File: config.mk
export PLATFORM = sky130hd
export DESIGN_NAME = packed_12bit_sample_unpacker_flat
export DESIGN_NICKNAME = d
export VERILOG_FILES = /design/src/rtl/psu_pkg.sv /design/src/rtl/psu_word_if.sv /design/src/rtl/psu_sample_if.sv /design/src/rtl/packed_12bit_sample_unpacker.sv /design/src/flat_wrapper.sv
export SDC_FILE = /design/constraint.sdc
export NUM_CORES = 1
export LEC_CHECK = 0
export CORE_AREA = 2 2 132 134
export CTS_CLUSTER_SIZE = 8
export DETAILED_ROUTE_END_ITERATION = 16
export DIE_AREA = 0 0 134 136
export DONT_BUFFER_PORTS = 1
export GPL_TIMING_DRIVEN = 0
export SETUP_SLACK_MARGIN = 0.1
export SYNTH_ARGS = -nofsm -noshare
export SYNTH_HDL_FRONTEND = slang
export SYNTH_SLANG_ARGS = --single-unit
File: constraint.sdc
create_clock -name clk -period 3.3 [get_ports clk]
set_input_delay 0.165 -clock clk [delete_from_list [all_inputs] [get_ports clk]]
set_output_delay 0.165 -clock clk [all_outputs]
set_load 0.01 [all_outputs]
File: src/rtl/psu_pkg.sv
// ----------------------------------------------------------------------------
// psu_pkg
// shared types and constants of the packed 12-bit sample unpacker
// ----------------------------------------------------------------------------
`default_nettype none

package psu_pkg;

    localparam int unsigned WORD_BITS      = 32;
    localparam int unsigned SAMPLE_BITS    = 12;
    localparam int unsigned COUNT_BITS     = 7;
    localparam int unsigned INDEX_BITS     = 6;
    localparam int unsigned MAX_RESULTS    = 3;
    localparam int unsigned DEF_MAX_SAMPLES = 64;

    typedef struct packed {
        logic [WORD_BITS-1:0]  payload_word;
        logic                  trace_start;
        logic [COUNT_BITS-1:0] sample_count;
    } psu_word_t;

    typedef struct packed {
        logic signed [SAMPLE_BITS-1:0] sample_value;
        logic [INDEX_BITS-1:0]         sample_index;
        logic                          last_sample;
    } psu_sample_t;

endpackage

`default_nettype wire

File: src/rtl/psu_word_if.sv
// ----------------------------------------------------------------------------
// psu_word_if
// valid/ready channel carrying packed payload words
// ----------------------------------------------------------------------------
`default_nettype none

interface psu_word_if import psu_pkg::*; ();

    logic      valid;
    logic      ready;
    psu_word_t payload;

    modport source (output valid, output payload, input ready);
    modport sink   (input valid, input payload, output ready);

endinterface

`default_nettype wire

File: src/rtl/psu_sample_if.sv
// ----------------------------------------------------------------------------
// psu_sample_if
// valid/ready channel carrying unpacked samples
// ----------------------------------------------------------------------------
`default_nettype none

interface psu_sample_if import psu_pkg::*; ();

    logic        valid;
    logic        ready;
    psu_sample_t payload;

    modport source (output valid, output payload, input ready);
    modport sink   (input valid, input payload, output ready);

endinterface

`default_nettype wire

File: src/rtl/packed_12bit_sample_unpacker.sv
// ----------------------------------------------------------------------------
// packed_12bit_sample_unpacker
// unpacks 12-bit samples packed msb first in 32-bit words
// ----------------------------------------------------------------------------
// Each 32-bit word taken on packed_words yields up to three signed 12-bit
// samples on samples, one per cycle while samples.ready is high, with the
// first sample of a trace at bit 31 of the word that carries trace_start;
// the final sample of a trace is flagged and bits left after it are
// dropped. A word is held in an input register, split in one pass into a
// three-entry result register, and the results drain through the single
// result port, which sets the sustained rate (eight samples per three
// words). The next word is taken while results are still waiting. Words
// outside a trace, and a start with a count of zero, give no result.
// ----------------------------------------------------------------------------
`default_nettype none

module packed_12bit_sample_unpacker
    import psu_pkg::*;
#(
    parameter int unsigned MAX_SAMPLES = DEF_MAX_SAMPLES
) (
    input  wire logic     clk,
    input  wire logic     rst_n,
    psu_word_if.sink      packed_words,
    psu_sample_if.source  samples
);

    localparam int unsigned CNT_W  = $clog2(MAX_SAMPLES + 1);
    localparam int unsigned LOAD_W = (CNT_W > COUNT_BITS) ? CNT_W : COUNT_BITS;
    localparam int unsigned STREAM_W = WORD_BITS + 8;

    typedef enum logic [1:0] {
        HELD_0,
        HELD_4,
        HELD_8
    } held_t;

    // input register
    logic        in_vld_reg;
    psu_word_t   in_reg;

    // unpacker state
    held_t                 held_reg,  held_next;
    logic [7:0]            lo_reg,    lo_next;
    logic [CNT_W-1:0]      left_reg,  left_next;
    logic [INDEX_BITS-1:0] idx_reg,   idx_next;

    // result register
    psu_sample_t buf_reg [MAX_RESULTS];
    logic [1:0]  cnt_reg;

    logic        out_fire;
    logic        move;

    held_t                 held_eff;
    logic [CNT_W-1:0]      left_eff;
    logic [INDEX_BITS-1:0] idx_eff;
    logic [LOAD_W-1:0]     count_ext;
    logic [STREAM_W-1:0]   stream;
    logic [1:0]            avail;
    logic [1:0]            emit;
    psu_sample_t           res [MAX_RESULTS];

    assign out_fire = samples.valid && samples.ready;
    assign move     = in_vld_reg && ((cnt_reg == 2'd0) || ((cnt_reg == 2'd1) && out_fire));

    assign packed_words.ready = !in_vld_reg || move;
    assign samples.valid      = (cnt_reg != 2'd0);
    assign samples.payload    = buf_reg[0];

    always_comb
    begin
        count_ext = LOAD_W'(in_reg.sample_count);
        if (in_reg.trace_start)
        begin
            if (count_ext > LOAD_W'(MAX_SAMPLES))
                left_eff = CNT_W'(MAX_SAMPLES);
            else
                left_eff = CNT_W'(count_ext);
            held_eff = HELD_0;
            idx_eff  = '0;
        end
        else
        begin
            left_eff = left_reg;
            held_eff = held_reg;
            idx_eff  = idx_reg;
        end

        case (held_eff)
            HELD_4:
            begin
                stream    = {lo_reg[3:0], in_reg.payload_word, 4'b0000};
                avail     = 2'd3;
                held_next = HELD_0;
                lo_next   = '0;
            end
            HELD_8:
            begin
                stream    = {lo_reg, in_reg.payload_word};
                avail     = 2'd3;
                held_next = HELD_4;
                lo_next   = {4'b0000, in_reg.payload_word[3:0]};
            end
            default:
            begin
                stream    = {in_reg.payload_word, 8'h00};
                avail     = 2'd2;
                held_next = HELD_8;
                lo_next   = in_reg.payload_word[7:0];
            end
        endcase

        if (LOAD_W'(left_eff) < LOAD_W'(avail))
            emit = 2'(left_eff);
        else
            emit = avail;

        left_next = left_eff - CNT_W'(emit);
        idx_next  = idx_eff + INDEX_BITS'(emit);

        // end of trace drops the leftover bits
        if (left_next == '0)
        begin
            held_next = HELD_0;
            lo_next   = '0;
        end

        for (int k = 0; k < MAX_RESULTS; k++)
        begin
            res[k].sample_value = stream[STREAM_W-1-SAMPLE_BITS*k -: SAMPLE_BITS];
            res[k].sample_index = idx_eff + INDEX_BITS'(k);
            res[k].last_sample  = (LOAD_W'(left_eff) == LOAD_W'(k + 1));
        end
    end

    always_ff @(posedge clk or negedge rst_n)
    begin
        if (!rst_n)
        begin
            in_vld_reg <= 1'b0;
            held_reg   <= HELD_0;
            lo_reg     <= '0;
            left_reg   <= '0;
            idx_reg    <= '0;
            cnt_reg    <= 2'd0;
        end
        else
        begin
            if (packed_words.ready)
                in_vld_reg <= packed_words.valid;
            if (move)
            begin
                held_reg <= held_next;
                lo_reg   <= lo_next;
                left_reg <= left_next;
                idx_reg  <= idx_next;
                cnt_reg  <= emit;
            end
            else if (out_fire)
            begin
                cnt_reg <= cnt_reg - 2'd1;
            end
        end
    end

    always_ff @(posedge clk)
    begin
        if (packed_words.valid && packed_words.ready)
            in_reg <= packed_words.payload;
        if (move)
        begin
            buf_reg <= res;
        end
        else if (out_fire)
        begin
            for (int k = 0; k < MAX_RESULTS - 1; k++)
                buf_reg[k] <= buf_reg[k+1];
        end
    end

endmodule

`default_nettype wire
File: src/flat_wrapper.sv
// flat-port wrapper written by rule: the top's interface ports become plain ports
module packed_12bit_sample_unpacker_flat import psu_pkg::*;
#(
    parameter int unsigned MAX_SAMPLES = DEF_MAX_SAMPLES
)
  (clk, rst_n, packed_words_valid, packed_words_payload, packed_words_ready, samples_valid, samples_payload, samples_ready);
  psu_word_if packed_words_i ();
  psu_sample_if samples_i ();
  input  wire logic clk;
  input  wire logic rst_n;
  input wire logic [$bits(packed_words_i.valid)-1:0] packed_words_valid;
  input wire logic [$bits(packed_words_i.payload)-1:0] packed_words_payload;
  output wire logic [$bits(packed_words_i.ready)-1:0] packed_words_ready;
  output wire logic [$bits(samples_i.valid)-1:0] samples_valid;
  output wire logic [$bits(samples_i.payload)-1:0] samples_payload;
  input wire logic [$bits(samples_i.ready)-1:0] samples_ready;
  assign packed_words_i.valid = packed_words_valid;
  assign packed_words_i.payload = packed_words_payload;
  assign packed_words_ready = packed_words_i.ready;
  assign samples_valid = samples_i.valid;
  assign samples_payload = samples_i.payload;
  assign samples_i.ready = samples_ready;
  packed_12bit_sample_unpacker #(.MAX_SAMPLES(MAX_SAMPLES)) u_core (.clk(clk), .rst_n(rst_n), .packed_words(packed_words_i), .samples(samples_i));
endmodule
==> results of run 1 <==
[worst max path at each step]
stage                                           from                              to  slack (ns)  depth (start not counted)
after floorplan           u_core.in_reg[7]$_DFFE_PP_  u_core.held_reg[0]$_DFFE_PN0P_        0.11                         12
after global placement    u_core.in_reg[7]$_DFFE_PP_    u_core.lo_reg[3]$_DFFE_PN0P_       -0.30                         12
after detailed placement  u_core.in_reg[7]$_DFFE_PP_    u_core.lo_reg[1]$_DFFE_PN0P_       -0.42                         13
after CTS                 u_core.in_reg[7]$_DFFE_PP_    u_core.lo_reg[4]$_DFFE_PN0P_         0.1                         15
after global routing      u_core.in_reg[7]$_DFFE_PP_    u_core.lo_reg[4]$_DFFE_PN0P_       -0.03                         16
final                     u_core.in_reg[7]$_DFFE_PP_    u_core.lo_reg[4]$_DFFE_PN0P_        0.13                         14
[cell families (layout without fill, tap and decap cells)]
logic type / Yosys count / in the layout / share of synthesized area, %
flops: 123 / 123 / 61.3
simple gates: 179 / 179 / 13.1
buf+inv: 65 / 157 / 5.58
fa+ha+maj: 11 / 11 / 2.50
compound gates: 144 / 144 / 15.3
mux: 3 / 3 / 0.560
xor+xnor: 11 / 11 / 1.66
[power by group]
group / internal, mW / leakage [nW] / switching [mW]
registers: 2.61 / 1.26 / 0.333
logic: 1.20 / 1.26 / 2.00
clock network: 1.03 / 0.254 / 0.691
[per-stage QoR]
stage               std cells  setup TNS [ns]
finish                    853               0
global route              853         -0.0271
CTS                       846               0
detailed placement        761           -4.26
global placement          761           -2.89
floorplan                 536               0
[cells in the mapped netlist (2+ instances only)]
library cell and n:
a21o_1 2, a21oi_1 32, a22o_1 2, a22oi_1 37
and2_1 3, buf_1 2, buf_4 19, clkbuf_1 33
dfrtp_1 26, edfxtp_1 97, ha_1 10, inv_1 8
mux2_2 2, nand2_1 103, nand2b_1 7, nand3_1 9
nand3b_1 2, nand4_1 2, nor2_1 41, nor2b_1 2
nor3_1 2, nor4_1 2, o21ai_0 47, o21ai_1 8
o31ai_1 6, or2_2 2, xnor2_1 6, xor2_1 5
[final cells by class]
cell class	count	area (um^2)
clock buffer	17	425
fill	1536	9450
timing repair buffer	61	612
sequential	123	3560
clock inverter	15	129
tap	225	282
inverter	9	36.3
buffer	55	292
multi-input combinational	348	2090
[tightest hold or removal path, stage by stage]
cell and delay (ns):
a21oi_1 0.06, nand2_1 0.14, nand2b_1 0.08
[per-layer routing]
| layer | vias to the layer above | wire [um] | global-route usage, % |
|---|---|---|---|
| met5 | - | 0 | 0 |
| met4 | 0 | 502 | 9.46 |
| met3 | 42 | 809 | 3.17 |
| met2 | 181 | 6860 | 25.7 |
| met1 | 2126 | 6130 | 20.1 |
| li1 | 2066 | - | - |
[repair_timing]
action / CTS / global route
endpoints found under the setup margin: 12 / 10
hold buffers: 43 / 0
pin swaps: 9 / 11
gates cloned: 1 / 0
gates resized for setup: 17 / 18
buffers inserted: 10 / 7
endpoints found under the hold margin: 67 / 0
==> reports/qor.csv, run 1 <==
metric,value,unit
initial antenna violation count,0,
clock skew,0.00849,ns
post-layout util,44.0,%
# setup viols final,0,
port buffer count,0,
H-tree depth,4,
Lkg Pwr,2.77,nW
Clock Latency Late Sink,0.42,ns
period utilisation layout,96.0,%
vias per cell,5.18,
Post-Syn Area,5810,um^2
Synth area leader,edfxtp_1,
final worst slack,0.133,ns
vias in the first global route,4398,
Die H,136,um
worst r2r src,u_core.in_reg[7]$_DFFE_PP_,
dpl ws,-0.421,ns
GPL Wtd Cong,0.894,
"commonest cells after routing, fill and taps aside","nand2_1 (100), edfxtp_1 (97), o21ai_0 (47)",
reg2reg setup slack,0.13,ns
cell family with most CP delay,simple AND/OR/NAND/NOR gates,
worst hold path class,in2reg,
Antenna Violating Nets Remaining,0,
clock tree from TritonCTS,built,
Max stage delay on crit path,0.46,ns
CP Data Arrival Time,3.44,ns
Fin. Hold Viols,0,
first-pass GRT wire length,22.3,mm
"Seq/Total Area, Yosys",61.3,%
Initial Util,34.4,%
number of flops mapped to enable cells by yosys,97,
Min-Delay Endpoint,u_core.in_vld_reg$_DFFE_PN0N_,
syn_nets,591,
outcome,completed,
post-DP HPWL,9.39,mm
slowest CP cell,edfxtp_1,
Fmax,316,MHz
total power,7.86,mW
hold_ws,0.0716,ns
Synth top area share,50.1,%
buffers and inverters on the worst path,5,
Syn Inst Count,536,
Mean Syn Cell Area,10.8,um^2
Worst-Margin Slew,0.934,ns
Total GRT Usage,16.0,%
kind of critical path,reg2reg,
"Area growth, synth to finish",27.9,%
max-cap violation count,0,
CORE AREA,16900,um^2
clk slew on worst S/H paths,0.06,ns
kind of end point of the critical path,register,
nets,670,
Clock Path Buffers,2,
maximum VDD drop,0.000428,V
"flops & latches, synth",123,
Iter 0 DRT Violations,344,
TritonCTS Buffers,17,
hold depth,3,
GRT overflow,0,
relative slew slack,37.7,%
Setup crit start kind,register,
pin count of the biggest net entering global routing,41,
HP Start,samples_ready,
Vias,4415,
DRC,0,
cell area power density,1060,nW/um^2
warnings from Yosys,0,
Die W,134,um
Post-synth ARST share,21.1,%
worst reg2reg path depth,14,
First-pass DRT Iterations,5,
CP max FO,10,
CTS Root Cell,clkbuf_16,
routed length per instance,16.8,um
post-layout minimum cycle time,3.17,ns
die area,18200,um^2
Std-Cell Rows,48,
drt total wl,14.3,mm
ys flop type,edfxtp_1,
final instance area,7430,um^2
Clock Sinks,123,
critical-path cell list,buf_4 > inv_4 > nand2_1 > inv_1 > ha_2 > a22oi_2 > ha_4 > a21oi_2 > or2_4 > or3_4 > a211oi_4 > buf_6 > buf_12 > o31ai_1,
max FFs per register,38,
Yosys cell types,47,
share of layout cells above drive strength 1,17.0,%
R2R Path End,u_core.lo_reg[4]$_DFFE_PN0P_,
Post-DP Area,6120,um^2
"commonest non-fill, non-tap cell in the layout",nand2_1,
main area contributors after synthesis,"edfxtp_1 (50%), dfrtp_1 (11%), nand2_1 (6.7%), a22oi_1 (4.8%), o21ai_0 (4.0%)",
RSZ-0062 raised after global routing,yes,
Pins Over Slew Limit,0,
antenna cells,0,
Ports,65,
WP data required,3.58,ns
(Power assumes the default switching activity.)
==> inputs of run 2 (changes only) <==
GPL_TIMING_DRIVEN = not set   (was 0)
==> run 2 against run 1 <==
  * Core utilization fell by 1.7 points
  * First-iteration DRC count shrank 7.8%
  * Sequential power rose by 4%
  * Via count shrank 9.5%
  * Flip-flop and latch count is the same
  * Die area is the same
  * Non-clock buffer count fell by 50
  * Final cell count shrank 6.0%
  * Clock skew fell by 0.0034 ns
  * Global-route usage fell by 1.4 points
==> reports/qor.csv, run 2 (synthesized netlist as in run 1, its figures left out) <==
metric,value,unit
Pint,4.64,mW
Initial Util,34.4,%
Std-Cell Rows,48,
Clock Latency Late Sink,0.41,ns
Vias,3997,
first-pass GRT wire length,20.3,mm
clock tree from TritonCTS,built,
kind of critical path,reg2reg,
slowest CP cell,edfxtp_1,
Net Sw Frac,37.1,%
post-layout util,42.3,%
clock share of power,22.2,%
die area,18200,um^2
WP data required,3.60,ns
"commonest non-fill, non-tap cell in the layout",nand2_1,
period utilisation layout,96.5,%
pin count of the biggest net entering global routing,105,
Die H,136,um
Ports,65,
clock skew,0.00510,ns
port buffer count,0,
kind of end point of the critical path,register,
Fin. Hold Viols,0,
antenna cells,0,
Fmax,314,MHz
GRT overflow,0,
Setup crit start kind,register,
Antenna Violating Nets Remaining,0,
Die W,134,um
H-tree depth,4,
max FFs per register,38,
vias in the first global route,3947,
"commonest cells after routing, fill and taps aside","nand2_1 (102), edfxtp_1 (97), o21ai_0 (47)",
initial antenna violation count,0,
clk slew on worst S/H paths,0.05,ns
"Area growth, synth to finish",22.8,%
Total GRT Usage,14.5,%
CP max FO,5,
Clock Path Buffers,2,
post-layout minimum cycle time,3.18,ns
CP startpoint,u_core.in_reg[7]$_DFFE_PP_,
Pins Over Slew Limit,0,
Iter 0 DRT Violations,317,
Max stage delay on crit path,0.50,ns
post-DP HPWL,8.20,mm
sequential power share,41.3,%
CORE AREA,16900,um^2
DRC,0,
CTS Root Cell,clkbuf_16,
cell area power density,1030,nW/um^2
worst r2r src,u_core.in_reg[7]$_DFFE_PP_,
critical-path cell list,mux2_4 > nor4_4 > nand2_2 > a22oi_2 > ha_4 > a21oi_4 > or2_4 > or3_4 > a211oi_4 > clkbuf_16 > o21ai_1,
# setup viols final,0,
maximum VDD drop,0.000543,V
Worst-Margin Slew,0.921,ns
outcome,completed,
share of layout cells above drive strength 1,13.5,%
total power,7.37,mW
GPL Wtd Cong,0.860,
Clock Sinks,123,
NetSw,2.74,mW
max-cap violation count,0,
relative slew slack,38.6,%
Lkg Pwr,2.65,nW
nets,620,
TritonCTS Buffers,17,
vias per cell,4.98,
drt total wl,12.6,mm
First-pass DRT Iterations,7,
worst hold path class,in2reg,
HP Start,samples_ready,
Comb pwr share,36.5,%
RSZ-0062 raised after global routing,yes,
routed length per instance,15.7,um
CP Data Arrival Time,3.48,ns
==> run 2: cell types whose count changed in the layout (fill, tap and decap cells not counted), moves of 3 or more <==
cell        change
clkinv_4        -4
clkinv_1        +3
buf_4          -17
clkinvlp_4      -5
clkinv_2        +3
clkbuf_1       -28
==> run 2: power groups by stage <==
stage | registers, mW | clock network [mW] | logic (mW)
after floorplan | 2.83 | 0 | 2.08
after global routing | 3.12 | 1.75 | 3.04
after detailed placement | 3.08 | 0 | 2.37
after global placement | 3.07 | 0 | 2.30
after CTS | 3.05 | 1.67 | 2.47
final | 3.05 | 1.64 | 2.69
==> run 2: through the flow <==
step	setup TNS [ns]	cells	setup WS (ns)	instance area, um^2	hold WS, ns
6_report	0	802	0.117	7140	0.0790
5_1_grt	-0.128	802	-0.0310	7140	0.106
4_1_cts	0	796	0.106	6950	0.0623
3_5_place_dp	-0.220	719	-0.0398	5950	-0.130
3_3_place_gp	0	719	0.0593	5950	-0.130
2_1_floorplan	0	536	0.109	5830	-0.131
==> run 2: path summary, 6_finish.rpt <==
check / end / slack (ns) / depth (start not counted)
min in group asynchronous: u_core.left_reg[4]$_DFFE_PN0P_ / 0.22 / 2
setup reg to reg: u_core.held_reg[0]$_DFFE_PN0P_ / 0.12 / 11
max in group asynchronous: u_core.idx_reg[1]$_DFFE_PN0P_ / 2.92 / 2
hold reg to reg: u_core.left_reg[5]$_DFFE_PN0P_ / 0.49 / 1
setup / recovery: u_core.held_reg[0]$_DFFE_PN0P_ / 0.12 / 11
hold / removal: u_core.in_vld_reg$_DFFE_PN0N_ / 0.08 / 3
==> run 2: cell type report <==
cell class	instances	area [um^2]
Clock buffer	19	433
Clock inverter	12	82.6
Fill cell	1593	9740
Inverter	9	36.3
Multi-Input combinational cell	348	2070
Sequential cell	123	3560
Tap cell	225	282
Timing Repair Buffer	66	667
==> run 2: worst max-delay path: cells and delay by family, from the launching register on <==
kind                       cells  cell delay (ns)
AOI/OAI and AO/OA              4             0.71
adders and majority gates      1             0.21
buffers and inverters          1             0.21
DFF                            1             0.50
muxes                          1             0.39
and+or+nand+nor                4             1.05
==> run 2: repair_timing <==
action,CTS,global route
resized for setup,2,25
gates cloned,0,1
endpoints found under the hold margin,67,0
pin swaps,3,13
buffers inserted,3,5
hold buffers,43,0
setup endpoints to repair,10,11
==> run 2: per-layer routing <==
metal  GRT usage, %  vias up  wire length [um]  share of wire [%]
li1               -     1955                 -                  -
met1           18.8     1897              5650                 45
met2           22.7      122              6120                 49
met3           3.88       23               545                4.3
met4           7.15        0               273                2.2
met5              0        -                 0                  0
